File: config.mk
export PLATFORM = sky130hd
export DESIGN_NAME = lrc_command_frame_codec
export DESIGN_NICKNAME = d
export VERILOG_FILES = /design/src/design/lrccf_pkg.sv /design/src/design/lrccf_front.sv /design/src/design/lrccf_queue.sv /design/src/design/lrccf_emit.sv /design/src/design/lrc_command_frame_codec.sv
export SDC_FILE = /design/constraint.sdc
export NUM_CORES = 1
export LEC_CHECK = 0
export CORE_MARGIN = 5
export CORE_UTILIZATION = 52
export CTS_BUF_LIST = sky130_fd_sc_hd__clkbuf_16
export CTS_CLUSTER_SIZE = 40
export DETAILED_ROUTE_END_ITERATION = 7
export DONT_BUFFER_PORTS = 1
export PLACE_DENSITY = 0.65
export SLEW_MARGIN = 20
export SYNTH_ARGS = -nofsm -noshare
export SYNTH_HDL_FRONTEND = slang
export SYNTH_HIERARCHICAL = 1
export SYNTH_SLANG_ARGS = --single-unit
File: constraint.sdc
create_clock -name clk -period 10.8 [get_ports clk]
set_input_delay 2.16 -clock clk [delete_from_list [all_inputs] [get_ports clk]]
set_output_delay 2.16 -clock clk [all_outputs]
set_load 0.01 [all_outputs]
File: src/design/lrccf_pkg.sv
// Shared types, codes and constants of the LRC command frame codec.
package lrccf_pkg;

  localparam int QUEUE_DEPTH = 4;

  localparam logic [7:0]  START_BYTE    = 8'h55;
  localparam logic [15:0] MAX_LEN_RESET = 16'd999;

  // input item kind
  localparam logic IN_CMD = 1'b0;
  localparam logic IN_RSP = 1'b1;

  // result kind
  localparam logic [1:0] KIND_TX   = 2'd0;
  localparam logic [1:0] KIND_DATA = 2'd1;
  localparam logic [1:0] KIND_END  = 2'd2;

  // end status
  localparam logic [1:0] ST_OK  = 2'd0;
  localparam logic [1:0] ST_CKS = 2'd1;
  localparam logic [1:0] ST_LEN = 2'd2;

  typedef struct packed {
    logic       kind;
    logic [7:0] data_byte;
    logic       frame_last;
  } in_item_t;

  typedef struct packed {
    logic [1:0]  out_kind;
    logic [7:0]  out_byte;
    logic [1:0]  status;
    logic [15:0] status_word;
    logic [15:0] response_length;
    logic        end_of_run;
  } out_item_t;

  // Work descriptor from the front end to the emitter.
  typedef struct packed {
    logic        is_rx;
    logic        tx_start;    // send start byte first
    logic        tx_last;     // send checksum after the byte
    logic [7:0]  byte_val;
    logic [7:0]  tx_cks;
    logic        rx_end;      // end status rather than data byte
    logic [1:0]  status;
    logic [15:0] status_word;
    logic [15:0] response_length;
  } cmd_t;

endpackage

File: src/design/lrccf_front.sv
// Front end: accepts items, tracks framing and header state, issues descriptors.
module lrccf_front (
  input  logic               clk,
  input  logic               rst,
  input  logic               in_valid,
  output logic               in_ready,
  input  lrccf_pkg::in_item_t in_item,
  input  logic               cfg_we,
  input  logic [15:0]        cfg_wdata,
  input  logic               q_full,
  output logic               q_push,
  output lrccf_pkg::cmd_t    q_data
);
  import lrccf_pkg::*;

  localparam logic [1:0] PH_HEADER = 2'd0;
  localparam logic [1:0] PH_DATA   = 2'd1;
  localparam logic [1:0] PH_CHECK  = 2'd2;

  logic [15:0] max_len;
  logic        tx_in_frame, tx_in_frame_next;
  logic [7:0]  tx_checksum, tx_checksum_next;
  logic [1:0]  rx_phase, rx_phase_next;
  logic [1:0]  rx_header_count, rx_header_count_next;
  logic [15:0] rx_status_word, rx_status_word_next;
  logic [15:0] rx_length, rx_length_next;
  logic [15:0] rx_remaining, rx_remaining_next;
  logic [7:0]  rx_checksum, rx_checksum_next;

  logic        accept;
  logic        has_result;
  logic [7:0]  b;
  logic [7:0]  tx_cks_acc;
  logic [7:0]  hdr_cks;
  logic [15:0] new_len;

  assign in_ready = !q_full;
  assign accept   = in_valid && in_ready;
  assign b        = in_item.data_byte;
  assign q_push   = accept && has_result;

  always_comb begin
    tx_in_frame_next     = tx_in_frame;
    tx_checksum_next     = tx_checksum;
    rx_phase_next        = rx_phase;
    rx_header_count_next = rx_header_count;
    rx_status_word_next  = rx_status_word;
    rx_length_next       = rx_length;
    rx_remaining_next    = rx_remaining;
    rx_checksum_next     = rx_checksum;
    has_result           = 1'b0;
    q_data               = '0;
    tx_cks_acc           = (tx_in_frame ? tx_checksum : 8'd0) ^ b;
    hdr_cks              = ((rx_header_count == 2'd0) ? 8'd0 : rx_checksum) ^ b;
    new_len              = {rx_length[15:8], b};

    if (in_item.kind == IN_CMD) begin
      has_result       = 1'b1;
      q_data.tx_start  = !tx_in_frame;
      q_data.tx_last   = in_item.frame_last;
      q_data.byte_val  = b;
      q_data.tx_cks    = ~tx_cks_acc;
      if (in_item.frame_last) begin
        tx_in_frame_next = 1'b0;
        tx_checksum_next = 8'd0;
      end else begin
        tx_in_frame_next = 1'b1;
        tx_checksum_next = tx_cks_acc;
      end
    end else begin
      q_data.is_rx           = 1'b1;
      q_data.byte_val        = b;
      q_data.status_word     = rx_status_word;
      q_data.response_length = rx_length;
      case (rx_phase)
        PH_DATA: begin
          has_result        = 1'b1;
          rx_checksum_next  = rx_checksum ^ b;
          rx_remaining_next = rx_remaining - 16'd1;
          if (rx_remaining == 16'd1) begin
            rx_phase_next = PH_CHECK;
          end
        end
        PH_CHECK: begin
          has_result           = 1'b1;
          q_data.rx_end        = 1'b1;
          q_data.status        = (b == ~rx_checksum) ? ST_OK : ST_CKS;
          rx_phase_next        = PH_HEADER;
          rx_header_count_next = 2'd0;
          rx_checksum_next     = 8'd0;
        end
        default: begin
          rx_checksum_next = hdr_cks;
          case (rx_header_count)
            2'd0: rx_status_word_next = {b, 8'd0};
            2'd1: rx_status_word_next = {rx_status_word[15:8], b};
            2'd2: rx_length_next      = {b, 8'd0};
            default: rx_length_next   = new_len;
          endcase
          if (rx_header_count != 2'd3) begin
            rx_header_count_next = rx_header_count + 2'd1;
            rx_phase_next        = PH_HEADER;
          end else begin
            rx_header_count_next = 2'd0;
            if (new_len > max_len) begin
              // length error: report at once, back to header
              has_result             = 1'b1;
              q_data.rx_end          = 1'b1;
              q_data.status          = ST_LEN;
              q_data.byte_val        = 8'd0;
              q_data.response_length = new_len;
              rx_phase_next          = PH_HEADER;
              rx_checksum_next       = 8'd0;
            end else if (new_len == 16'd0) begin
              rx_phase_next = PH_CHECK;
            end else begin
              rx_remaining_next = new_len;
              rx_phase_next     = PH_DATA;
            end
          end
        end
      endcase
    end
  end

  always_ff @(posedge clk) begin
    if (rst) begin
      max_len         <= MAX_LEN_RESET;
      tx_in_frame     <= 1'b0;
      tx_checksum     <= 8'd0;
      rx_phase        <= PH_HEADER;
      rx_header_count <= 2'd0;
      rx_status_word  <= 16'd0;
      rx_length       <= 16'd0;
      rx_remaining    <= 16'd0;
      rx_checksum     <= 8'd0;
    end else begin
      if (cfg_we) begin
        max_len <= cfg_wdata;
      end
      if (accept) begin
        tx_in_frame     <= tx_in_frame_next;
        tx_checksum     <= tx_checksum_next;
        rx_phase        <= rx_phase_next;
        rx_header_count <= rx_header_count_next;
        rx_status_word  <= rx_status_word_next;
        rx_length       <= rx_length_next;
        rx_remaining    <= rx_remaining_next;
        rx_checksum     <= rx_checksum_next;
      end
    end
  end

endmodule

File: src/design/lrccf_queue.sv
// Small descriptor FIFO between the front end and the emitter.
module lrccf_queue #(
  parameter int Depth = lrccf_pkg::QUEUE_DEPTH
) (
  input  logic            clk,
  input  logic            rst,
  input  logic            push,
  input  lrccf_pkg::cmd_t push_data,
  output logic            full,
  input  logic            pop,
  output logic            head_valid,
  output lrccf_pkg::cmd_t head_data
);
  import lrccf_pkg::*;

  localparam int PtrW = (Depth > 1) ? $clog2(Depth) : 1;
  localparam int CntW = $clog2(Depth + 1);
  localparam logic [PtrW-1:0] LastPtr = PtrW'(Depth - 1);
  localparam logic [CntW-1:0] FullCnt = CntW'(Depth);

  cmd_t            mem [Depth];
  logic [PtrW-1:0] wr_ptr;
  logic [PtrW-1:0] rd_ptr;
  logic [CntW-1:0] count;
  logic            do_push;
  logic            do_pop;

  assign full       = (count == FullCnt);
  assign head_valid = (count != '0);
  assign head_data  = mem[rd_ptr];
  assign do_push    = push && !full;
  assign do_pop     = pop && head_valid;

  always_ff @(posedge clk) begin
    if (do_push) begin
      mem[wr_ptr] <= push_data;
    end
  end

  always_ff @(posedge clk) begin
    if (rst) begin
      wr_ptr <= '0;
      rd_ptr <= '0;
      count  <= '0;
    end else begin
      if (do_push) begin
        wr_ptr <= (wr_ptr == LastPtr) ? '0 : wr_ptr + PtrW'(1);
      end
      if (do_pop) begin
        rd_ptr <= (rd_ptr == LastPtr) ? '0 : rd_ptr + PtrW'(1);
      end
      if (do_push && !do_pop) begin
        count <= count + CntW'(1);
      end else if (do_pop && !do_push) begin
        count <= count - CntW'(1);
      end
    end
  end

endmodule

File: src/design/lrccf_emit.sv
// Emitter: expands descriptors into result transfers through an output register.
module lrccf_emit (
  input  logic                clk,
  input  logic                rst,
  input  logic                head_valid,
  input  lrccf_pkg::cmd_t     head_data,
  output logic                pop,
  output logic                out_valid,
  input  logic                out_ready,
  output lrccf_pkg::out_item_t out_item
);
  import lrccf_pkg::*;

  // sub-result of a transmit descriptor
  localparam logic [1:0] SUB_START = 2'd0;
  localparam logic [1:0] SUB_BYTE  = 2'd1;
  localparam logic [1:0] SUB_CKS   = 2'd2;

  logic [1:0] sub;
  logic [1:0] sub_eff;
  logic       load;
  logic       final_sub;
  out_item_t  res;

  assign load = head_valid && (!out_valid || out_ready);
  assign pop  = load && final_sub;

  always_comb begin
    sub_eff   = (sub == SUB_START && !head_data.tx_start) ? SUB_BYTE : sub;
    final_sub = head_data.is_rx ||
                (sub_eff == SUB_CKS) ||
                (sub_eff == SUB_BYTE && !head_data.tx_last);
    res            = '0;
    res.end_of_run = final_sub;
    if (head_data.is_rx) begin
      res.out_kind        = head_data.rx_end ? KIND_END : KIND_DATA;
      res.out_byte        = head_data.byte_val;
      res.status          = head_data.status;
      res.status_word     = head_data.status_word;
      res.response_length = head_data.response_length;
    end else begin
      res.out_kind = KIND_TX;
      case (sub_eff)
        SUB_START: res.out_byte = START_BYTE;
        SUB_BYTE:  res.out_byte = head_data.byte_val;
        default:   res.out_byte = head_data.tx_cks;
      endcase
    end
  end

  always_ff @(posedge clk) begin
    if (load) begin
      out_item <= res;
    end
  end

  always_ff @(posedge clk) begin
    if (rst) begin
      out_valid <= 1'b0;
      sub       <= SUB_START;
    end else begin
      if (load) begin
        out_valid <= 1'b1;
      end else if (out_ready) begin
        out_valid <= 1'b0;
      end
      if (load) begin
        sub <= final_sub ? SUB_START : sub_eff + 2'd1;
      end
    end
  end

endmodule

File: src/design/lrc_command_frame_codec.sv
// Top level of the LRC command frame codec.
// Takes one item per cycle while the queue is not full. Command bytes (kind 0) come
// out wrapped in a frame: start byte 0x55 ahead of the first byte, inverted XOR of
// the payload after the byte marked last. Response bytes (kind 1) are parsed as a
// 4-byte header (status word, length, high byte first), length data bytes passed on,
// then a checksum byte that yields an end status (ok or checksum mismatch). A length
// that exceeds the limit written through cfg_we/cfg_wdata, reset 999, instead ends
// the response at the last header byte with a length error. Other header bytes give
// no result. The front end updates state in the cycle an item transfers and queues a
// descriptor; the emitter drives one result per cycle from its output register while
// out_ready is high, so a frame-opening or frame-closing command byte yields two
// or three results, which the QueueDepth queue absorbs while input keeps flowing.
module lrc_command_frame_codec #(
  parameter int QueueDepth = lrccf_pkg::QUEUE_DEPTH
) (
  input  logic                 clk,
  input  logic                 rst,
  input  logic                 in_valid,
  output logic                 in_ready,
  input  lrccf_pkg::in_item_t  in_item,
  output logic                 out_valid,
  input  logic                 out_ready,
  output lrccf_pkg::out_item_t out_item,
  input  logic                 cfg_we,
  input  logic [15:0]          cfg_wdata
);
  import lrccf_pkg::*;

  logic q_full;
  logic q_push;
  cmd_t q_in;
  logic q_pop;
  logic q_valid;
  cmd_t q_head;

  lrccf_front u_front (
    .clk      (clk),
    .rst      (rst),
    .in_valid (in_valid),
    .in_ready (in_ready),
    .in_item  (in_item),
    .cfg_we   (cfg_we),
    .cfg_wdata(cfg_wdata),
    .q_full   (q_full),
    .q_push   (q_push),
    .q_data   (q_in)
  );

  lrccf_queue #(
    .Depth(QueueDepth)
  ) u_queue (
    .clk       (clk),
    .rst       (rst),
    .push      (q_push),
    .push_data (q_in),
    .full      (q_full),
    .pop       (q_pop),
    .head_valid(q_valid),
    .head_data (q_head)
  );

  lrccf_emit u_emit (
    .clk       (clk),
    .rst       (rst),
    .head_valid(q_valid),
    .head_data (q_head),
    .pop       (q_pop),
    .out_valid (out_valid),
    .out_ready (out_ready),
    .out_item  (out_item)
  );

endmodule
### Word-level counts from Yosys, hierarchy flattened

Memories as Yosys holds them, arrays and structs flattened. A register that Yosys moved wholly into a read port is not among the register bits.
Cells that the tools add are included.

| operators by class | value |
|---|---|
| add/subtract/negate cells | 7 |
| magnitude comparators | 1 |
| equality and inequality tests | 16 |
| mux-type cells | 54 |
| bitwise operators | 11 |
| reductions and logical operators | 39 |

Operators by type and width:

| cell | number |
|---|---|
| 2-to-1 mux 8 bit | 14 |
| case mux 16 bit (2 select lines) | 3 |
| 2-to-1 mux 16 bit | 3 |
| 2-to-1 mux 35 bit | 1 |
| case mux 8 bit (2 select lines) | 2 |
| 2-to-1 mux 2 bit | 13 |
| bitwise XOR 8 bit | 3 |
| equality test 16 x 1 -> 1 bit (second input constant) | 1 |
| greater-than comparator 16 bit | 1 |
| zero test 16 bit | 1 |
| NOT 8 bit | 2 |
| subtractor 16 x 1 -> 16 bit (second input constant) | 1 |
| 2-to-1 mux 3 bit | 4 |
| 2-to-1 mux 1 bit | 11 |
| equality test 2 bit (second input constant) | 5 |
| logical AND 1 bit | 10 |
| AND reduction 5 bit | 2 |
| adder 2 x 1 -> 2 bit (second input constant) | 4 |
| equality test 8 bit | 1 |
| != test 2 bit (second input constant) | 4 |
| case mux 2 bit (2 select lines) | 2 |
| AND reduction 4 bit | 2 |
| zero test 1 bit | 7 |
| equality test 2 x 1 -> 1 bit (second input constant) | 3 |
| other kinds (14) | 28 |

| storage, ports and cells | value |
|---|---|
| register bits after elaboration | 140 |
| memory bits (writable) | 216 |
| input bits | 31 |
| output and inout bits | 47 |
| word-level logic and storage cells | 151 |
| memories | 1 |

Memory list:

| name | words | bits a word | read ports | clocked after memory_dff | write ports | RTL line | RTL |
|---|---|---|---|---|---|---|---|
| u_queue.mem | 4 | 54 | 1 | 1 | 1 | lrccf_queue.sv:21 | `cmd_t mem [Depth];` |

### Longest topological paths before layout

Gate-level depths: netlist of run 1.

| logic depth | value |
|---|---|
| depth in word-level cells | 11 |
| depth in mapped cells | 18 |
| depth with buffers taken out | 17 |

### Hierarchy

Netlist of run 1, hierarchy kept.

By module, submodules not included:

| module | times used | cells each | area an instance (um2) | sequential area each (um2) |
|---|---|---|---|---|
| lrccf_queue | 1 | 332 | 8,299.2 | 6,666.4 |
| lrccf_front | 1 | 653 | 5,081.1 | 1,701.6 |
| lrccf_emit | 1 | 116 | 1,855.5 | 1,411.4 |

### Worst setup path after synthesis of run 1

Ideal clock, no wire load.

| timing path | value |
|---|---|
| kind | input -> register |
| start point | input in_item[1] (netlist bit) |
| end point | memory u_queue/mem[3][0] (netlist bit) (enable) |
| setup time | 417 ps |
| arrival time | 5,297 ps |
| required time | 10,383 ps |
| path slack | 5,086 ps |
| cell stages on the path | 11 |
| path buffers | 1 |
| cells stage by stage | clkbuf_1 > inv_1 > ha_1 > inv_1 > a21oi_1 > o21ai_1 > a2111oi_4 > a21oi_1 > nand2_1 > a31oi_1 > and3_1 |

| between the ends | value |
|---|---|
| cells in the longest elaborated chain, start to end | 9 |

Ends and longest elaborated chain:

| element | RTL line | RTL |
|---|---|---|
| start: declaration | lrc_command_frame_codec.sv:20 | `input lrccf_pkg::in_item_t in_item,` |
| greater-than comparator 16 bit | lrccf_front.sv:105 | `if (new_len > max_len) begin` |
| 2-to-1 mux 1 bit | lrccf_front.sv:105 |  |
| 2-to-1 mux 1 bit | lrccf_front.sv:100 | `if (rx_header_count != 2'd3) begin` |
| 2-to-1 mux 1 bit | lrccf_front.sv:75 | `case (rx_phase)` |
| 2-to-1 mux 1 bit | lrccf_front.sv:57 | `if (in_item.kind == IN_CMD) begin` |
| logical AND 1 bit | lrccf_front.sv:40 | `assign q_push = accept && has_result;` |
| via q_push | lrc_command_frame_codec.sv:30 | `logic q_push;` |
| logical AND 1 bit | lrccf_queue.sv:31 | `assign do_push = push && !full;` |
| 2-to-1 mux 1 bit | lrccf_queue.sv:35 | `if (do_push) begin` |
| 2-to-1 mux 1 bit (implied by the code) | lrccf_queue.sv:36 | `mem[wr_ptr] <= push_data;` |
| end: declaration | lrccf_queue.sv:21 |  |

The timed path passes the listed nets, and every way through them passes these cells.

### Worst setup path in the final report of run 1

| timing path | value |
|---|---|
| start point | input in_item[8] (netlist bit) |
| end point | register u_queue.count[2] |

| between the ends | value |
|---|---|
| cells in the longest elaborated chain, start to end | 10 |
| elaborated cells on any way between the ends | 12 |
| classes of those cells | order compare (1); mux (5); reduce/logical (6) |

Ends and longest elaborated chain:

| element | RTL line | RTL |
|---|---|---|
| greater-than comparator 16 bit (*) | lrccf_front.sv:105 |  |
| 2-to-1 mux 1 bit (*) | lrccf_front.sv:105 |  |
| 2-to-1 mux 1 bit (*) | lrccf_front.sv:100 |  |
| 2-to-1 mux 1 bit (*) | lrccf_front.sv:75 |  |
| 2-to-1 mux 1 bit (*) | lrccf_front.sv:57 |  |
| logical AND 1 bit (*) | lrccf_front.sv:40 |  |
| via q_push | lrc_command_frame_codec.sv:30 |  |
| logical AND 1 bit (*) | lrccf_queue.sv:31 |  |
| via u_queue.do_push | lrccf_queue.sv:25 | `logic do_push;` |
| zero test 1 bit | lrccf_queue.sv:54 | `end else if (do_pop && !do_push) begin` |
| logical AND 1 bit | lrccf_queue.sv:54 |  |
| nonzero test 2 bit (no line) | - |  |
| end signal: assignment | lrccf_queue.sv:53 | `count <= count + CntW'(1);` |
| end signal: assignment | lrccf_queue.sv:55 | `count <= count - CntW'(1);` |
| end: declaration | lrccf_queue.sv:24 | `logic [CntW-1:0] count;` |

Mark *: on every way through the listed nets, which the timed path passes. The rest lies on a longest branch.
A chain may end at the register's enable or synchronous reset.

==> out/qor.txt, run 1 <==
Min Hold Slack - 482 ps
Yosys reg bits - 358
# setup viols final - 0
Clk buf depth - 3
Max VDD drop - 117 uV
R2R depth - 15
Post-synth net total - 1,164
Mapped Area - 15,200 um^2
Largest family of logic cells by synthesized area - simple AND/OR/NAND/NOR gates
CTS Buf Count - 38
Setup crit start - in_item[8]
Hold path cells - 2
Yosys cell types - 67
Post-synthesis sequential area ratio - 64.2%
Critical Path Sink Type - flop
Final Power - 3.56 mW
Hold_buf cts - 0
Clk_lat worst skew - 510 ps
Setup crit start kind - input port
Main synth FF type - edfxtp_1
Post-route ant nets - 0
DR pass1 iterations - 4
Core Util, Final - 57.7%
Share of layout cells above drive strength 1 - 11.7%
PwrDens - 214 nW/um^2
Final Cycle Share - 49.8%
Pin count of the biggest net entering global routing - 82
Worst Hold Class - flop to flop
YS warnings - 6
Clock skew - 15.8 ps
Req. time, crit path - 11,240 ps
Worst EP arrival - 5810 ps
Slew margin rel. - 39.3%
Vias in the first global route - 8,591
Hold EP - u_front/rx_status_word[12]$_SDFFE_PP0P_
Max-cap viol count - 0
Post-DP HPWL - 18,500 um
Final Worst Setup Slack - 5430 ps
Routed wire per std cell - 20.3 um
WS Path Type - input port to flop
Width of the die - 181 um
Cell Rows - 62
Post-synth EDFFs - 261
TritonCTS clock tree - yes
Achievable Freq - 0.186 GHz
Final Hold Viols - 0
Initial Util - 52.9%
Post_cts resized - 0
Residual DRC count - 0
GRT Total Usage - 18.4%
Synthesized instance count - 1,101
Crit path max fanout - 15
Fin crit period - 5370 ps
Max H-tree Level - 2
R2R setup slack - 6290 ps
Outcome - finished clean
GP Congestion - 0.785
Synth Area in Simple Gates - 11.4%
Final #Nets - 1,140
Global-route wire length before repair - 48,600 um
Slew @ Worst Pin - 910 ps
Die Span Y - 181 um
Synth Area in Adders - 2.68%
Initial drt markers - 581
Routed WL - 30,300 um
Post-Synth XOR/XNOR Area - 1.84%
Mux cell area share after synthesis - 9.62%
Post-synthesis compound-gate area fraction - 7.11%
Syn Area/Cell - 13.8 um^2
Reg2reg end - u_queue/count[2]$_SDFFE_PP0P_
Post-Place Setup Slack - 4890 ps
Async SR Flop Fraction - 0%
Number of port buffers - 0
CTS Sinks - 358
Initial antenna violation count - 2
Vias - 8,526
Die ar. - 32,800 um^2
Hold Startpoint - u_front/rx_status_word[12]$_SDFFE_PP0P_
Sum Neg Setup Slack - 0 ps
Pleak - 5.59 nW
IO Pins - 78
Core area - 28,800 um^2
Total setup buffers inserted after CTS - 0
Clk slew on worst S/H paths - 60 ps
RSZ-0062 raised after global routing - false
Antenna Cells - 0
Via/cell ratio - 5.72
FF-to-FF Start - u_front/rx_length[13]$_SDFFE_PP0P_
Slew Viols, Final - 0
Global route total overflow - 0
Area delta synth->final - 9.07%
Root Driver - clkbuf_16
## through the flow
stage / instance area (um^2) / cells
2_1_floorplan: 15200 / 1101
3_3_place_gp: 15400 / 1421
3_5_place_dp: 15400 / 1421
4_1_cts: 16600 / 1491
5_1_grt: 16600 / 1491
6_report: 16600 / 1491
## power breakdown
| group | switching (mW) | leakage (nW) | internal [mW] |
|---|---|---|---|
| clock | 0.502 | 0.607 | 0.704 |
| sequential | 0.131 | 3.19 | 1.71 |
| combinational | 0.276 | 1.79 | 0.243 |
| total | 0.910 | 5.59 | 2.65 |
## logic make-up (layout without fill, tap and decap cells)
kind of cell,after synthesis,in the layout
xor gates and xnor gates,32,32
adders and majority gates,32,32
buffers and inverters,104,110
and+or+nand+nor,336,336
muxes,79,79
AOI/OAI and AO/OA,160,160
DFF,358,358
## worst max path at each step
stage          cells past startpoint                            end
3_3_place_gp                      15  u_queue/count[2]$_SDFFE_PP0P_
4_1_cts                           15  u_queue/count[2]$_SDFFE_PP0P_
5_1_grt                           16  u_queue/count[2]$_SDFFE_PP0P_
2_1_floorplan                     11    u_queue/mem[3][0]$_DFFE_PP_
3_5_place_dp                      15  u_queue/count[2]$_SDFFE_PP0P_
6_report                          15  u_queue/count[2]$_SDFFE_PP0P_
## state kept, by name, indices dropped and copies added, names as in the netlist, named ones only
signal	count
u_emit/out_item	45
u_emit/out_valid	1
u_emit/sub	2
u_front/max_len	16
u_front/rx_checksum	8
u_front/rx_header_count	2
u_front/rx_length	16
u_front/rx_phase	2
u_front/rx_remaining	16
u_front/rx_status_word	16
u_front/tx_checksum	8
u_front/tx_in_frame	1
u_queue/count	3
u_queue/mem	216
u_queue/rd_ptr	2
u_queue/wr_ptr	2
## worst max-delay path: stages
cell	delay, ps
ha_1	280
nand2_1	80
nor4_2	410
a2111oi_4	190
a21oi_1	390
nand2_1	150
a31oi_1	480
bufinv_8	280
nor2_2	140
ha_1	200
inv_1	60
fa_1	370
xor2_1	170
or3_1	300
a21oi_1	140
## final cells by class
| cell class | instances | area [um^2] |
|---|---|---|
| clock buffers | 41 | 1030 |
| clock inverters | 29 | 146 |
| fillers | 2290 | 12200 |
| inverters | 35 | 150 |
| multi-input cells | 639 | 4990 |
| flip-flops and latches | 358 | 9780 |
| well taps | 384 | 480 |
| repair buffers | 5 | 37.5 |
## routing by layer
| layer | wire [um] | track usage (%) | part of all wire (%) |
|---|---|---|---|
| met5 | 11 | 0 | 0.036 |
| met4 | 576 | 4.50 | 1.9 |
| met3 | 1480 | 3.60 | 4.9 |
| met2 | 14800 | 30.8 | 49 |
| met1 | 13400 | 25.2 | 44 |
## cell usage after synthesis (11+ instances only)
cell      instances  share of area (%)
and2_1           63                2.6
o21ai_1          16               0.53
nor3_1           12               0.39
nand2_1          77                1.9
buf_2            11               0.36
nor2b_1          12               0.49
nand3_1          24               0.79
dfxtp_1          97                 13
inv_1            33               0.81
nor2_1           80                2.0
ha_1             31                2.5
clkbuf_1         43                1.1
mux2i_1          25                1.6
edfxtp_1        261                 51
mux4_2           54                8.0
xnor2_1          22                1.3
or3_1            12               0.49
a21oi_1          63                2.1
## cells in the final DEF, fill, tap and decap left out, types with 12 or more instances in the layout
cell / Yosys / layout
dfxtp_1: 97 / 95
nor2_1: 80 / 80
mux4_2: 54 / 54
a21oi_1: 63 / 63
or3_1: 12 / 12
mux2i_1: 25 / 25
nand3_1: 24 / 24
inv_1: 33 / 42
nor3_1: 12 / 12
o21ai_1: 16 / 16
xnor2_1: 22 / 22
ha_1: 31 / 31
nor2b_1: 12 / 12
and2_1: 63 / 63
clkinv_1: 0 / 14
nand2_1: 77 / 77
edfxtp_1: 261 / 261
clkbuf_16: 0 / 41
No activity file was read; power rests on OpenSTA's default activity.
==> run 2: changes to the inputs <==
- ABC_AREA: default -> 1
- clock period: 10.8 -> 5 ns (I/O delays scaled with it)
==> out/qor.txt, run 2 <==
Yosys top cell area share - 50.2%
Reg2reg end - u_queue/count[2]$_SDFFE_PP0P_
Clock Power Share - 29.5%
Post-route ant nets - 0
Max VDD drop - 279 uV
R2R setup slack - 1470 ps
DR pass1 iterations - 5
Width of the die - 183 um
Req. time, crit path - 5420 ps
Clk_lat worst skew - 530 ps
Vias in the first global route - 10,014
Worst Hold Class - flop to flop
Post-DP HPWL - 22,100 um
FF-to-FF Start - u_front/rx_length[11]$_SDFFE_PP0P_
# setup viols final - 0
Slew Viols, Final - 0
Hold Startpoint - u_front/tx_checksum[5]$_SDFFE_PP0P_
Post_cts resized - 0
Main synth FF type - edfxtp_1
DP Area - 15,800 um^2
Switching power - 3.09 mW
GRT Total Usage - 20.8%
Core area - 29,600 um^2
Cell Int Power - 6.07 mW
Crit path cell chain - ha_1 -> nand4_1 -> nor3_2 -> nand2_1 -> nand2_2 -> nand3_1 -> a31oi_1 -> nand2_1 -> inv_1 -> ha_1 -> inv_1 -> fa_1 -> inv_1 -> nand2_1 -> nand3_1 -> nand2_1 -> inv_1 -> nor2_1
Root Driver - clkbuf_16
Synthesized instance count - 1,546
Clk slew on worst S/H paths - 60 ps
Post-Place Setup Slack - 979 ps
Syn Area/Cell - 10.1 um^2
Residual DRC count - 0
WS Path Type - flop to flop
Switching Share - 33.7%
Routed WL - 35,000 um
Post-synth EDFFs - 261
Initial drt markers - 863
Mapped Area - 15,600 um^2
Share of layout cells above drive strength 1 - 7.29%
Yosys reg bits - 358
Max-cap viol count - 0
Critical Path Sink Type - flop
Post-synth net total - 1,609
CTS Sinks - 358
Worst EP arrival - 3950 ps
Number of flip-flops in the largest register - 216
Regs by FF count - u_queue/mem: 216 flops, u_emit/out_item: 45 flops
Slew @ Worst Pin - 847 ps
Routed wire per std cell - 18.1 um
Finished Cell Area - 17,000 um^2
Most common cell after layout, fill and taps aside - edfxtp_1
Initial Util - 52.7%
CTS Buf Count - 38
Combinational share of power - 26.0%
Largest area contributor in the netlist - edfxtp_1
Cell Rows - 63
Slowest CP cell - a31oi_1
Hold_buf cts - 0
GP Congestion - 0.848
Total setup buffers inserted after CTS - 0
Yosys cell types - 41
Flop pwr share - 44.6%
Top reg by flops - u_queue/mem
Cell with the most instances after synthesis - edfxtp_1
Die Span Y - 183 um
Final Worst Setup Slack - 1470 ps
Antenna Cells - 0
Clock skew - 13.3 ps
Crit path largest cell delay - 420 ps
R2R depth - 18
IO Pins - 78
Fin crit period - 3530 ps
Synth top area cells - edfxtp_1 50%, dfxtp_1 12%, nor2_1 5.4%
Pin count of the biggest net entering global routing - 85
TritonCTS clock tree - yes
Global route total overflow - 0
Initial antenna violation count - 0
Vias - 10,461
Die ar. - 33,600 um^2
Setup crit start - u_front/rx_length[11]$_SDFFE_PP0P_
Setup crit start kind - flop
Final Cycle Share - 70.5%
Crit path max fanout - 9
Pleak - 6.92 nW
Clk buf depth - 3
YS warnings - 6
Commonest non-fill, non-tap cells in the layout - 261 x edfxtp_1, 222 x nor2_1, 221 x nand2_1
Number of port buffers - 0
Achievable Freq - 0.284 GHz
Slew margin rel. - 43.6%
Outcome - finished clean
Area delta synth->final - 9.18%
Async SR Flop Fraction - 0%
Critical path destination - u_queue/count[2]$_SDFFE_PP0P_
RSZ-0062 raised after global routing - false
Post-synthesis sequential area ratio - 62.6%
Cell Count, Final, Fillers Out - 1,940
Top cells by instance count after synthesis - 261 x edfxtp_1, 226 x nor2_1, 221 x nand2_1
Via/cell ratio - 5.39
Global-route wire length before repair - 55,500 um
Cells after DPL - 1,870
Final Hold Viols - 0
Max H-tree Level - 2
Final #Nets - 1,583
PwrDens - 537 nW/um^2
-- run 2: cell types whose count changed after synthesis, moves of 22 or more --
cell      previous run  this run
a21oi_1             63        85
and2_1              63         0
clkbuf_1            43        20
inv_1               33       174
mux2i_1             25         0
mux4_2              54         0
nand2_1             77       221
nor2_1              80       226
o21ai_0              4       150
o22ai_1              3        54
-- run 2: routing by layer --
metal	vias to the layer above	share of wire (%)	GRT usage, %
li1	5155	-	-
met1	4952	45	28.8
met2	307	47	34.1
met3	47	6.4	3.71
met4	0	2.1	5.57
met5	-	0	0
-- run 2: critical path: cells and delay by family, from the launching register on --
family / cells / cell delay [ps]
compound gates: 1 / 420
buf+inv: 4 / 290
simple gates: 10 / 1400
flops: 1 / 380
fa+ha+maj: 3 / 890
-- run 2: power by group through the flow --
stage	clock network [mW]	registers [mW]	logic (mW)
after floorplan	0	4.10	1.85
after global placement	0	4.15	2.36
after detailed placement	0	4.16	2.40
after CTS	2.77	4.09	2.41
after global routing	2.90	4.12	2.69
final	2.70	4.08	2.38
-- run 2: worst min-delay path by stage --
stage / endpoint / cells after the start / slack (ps)
final: u_front/tx_checksum[5]$_SDFFE_PP0P_ / 2 / 460
after global routing: u_front/rx_length[7]$_SDFFE_PP0P_ / 2 / 480
after CTS: u_front/rx_length[7]$_SDFFE_PP0P_ / 2 / 460
after detailed placement: u_front/rx_length[7]$_SDFFE_PP0P_ / 2 / 450
after global placement: u_front/rx_length[0]$_SDFFE_PP0P_ / 2 / 440
after floorplan: u_front/max_len[0]$_SDFFE_PP1P_ / 2 / 430
-- run 2: cells by family (layout without fill, tap and decap cells) --
group                      count (synthesis)  count (layout)  share of synthesized area, %
adders and majority gates                 32              32                          2.61
AOI/OAI and AO/OA                        341             341                          12.0
DFF                                      358             358                          62.6
xor gates and xnor gates                  27              27                          1.51
buffers and inverters                    275             279                          7.79
and+or+nand+nor                          513             513                          13.5
-- run 2: cell type report --
type | instances | area (um^2)
multi-input combinational | 913 | 4670
sequential | 358 | 9780
inverter | 196 | 741
clock inverter | 31 | 241
timing repair buffer | 13 | 148
tap | 390 | 488
fill | 2548 | 12600
clock buffer | 39 | 976
-- run 2: through the flow --
| stage | total power, mW | setup TNS (ps) | util [%] | hold slack, ps |
|---|---|---|---|---|
| 2_1_floorplan | 5.95 | -69480 | - | 433 |
| 3_3_place_gp | 6.51 | 0 | 53.4 | 445 |
| 3_5_place_dp | 6.56 | 0 | 53.4 | 450 |
| 4_1_cts | 9.28 | 0 | 57.5 | 460 |
| 5_1_grt | 9.70 | 0 | 57.5 | 476 |
| 6_report | 9.16 | 0 | 57.5 | 458 |
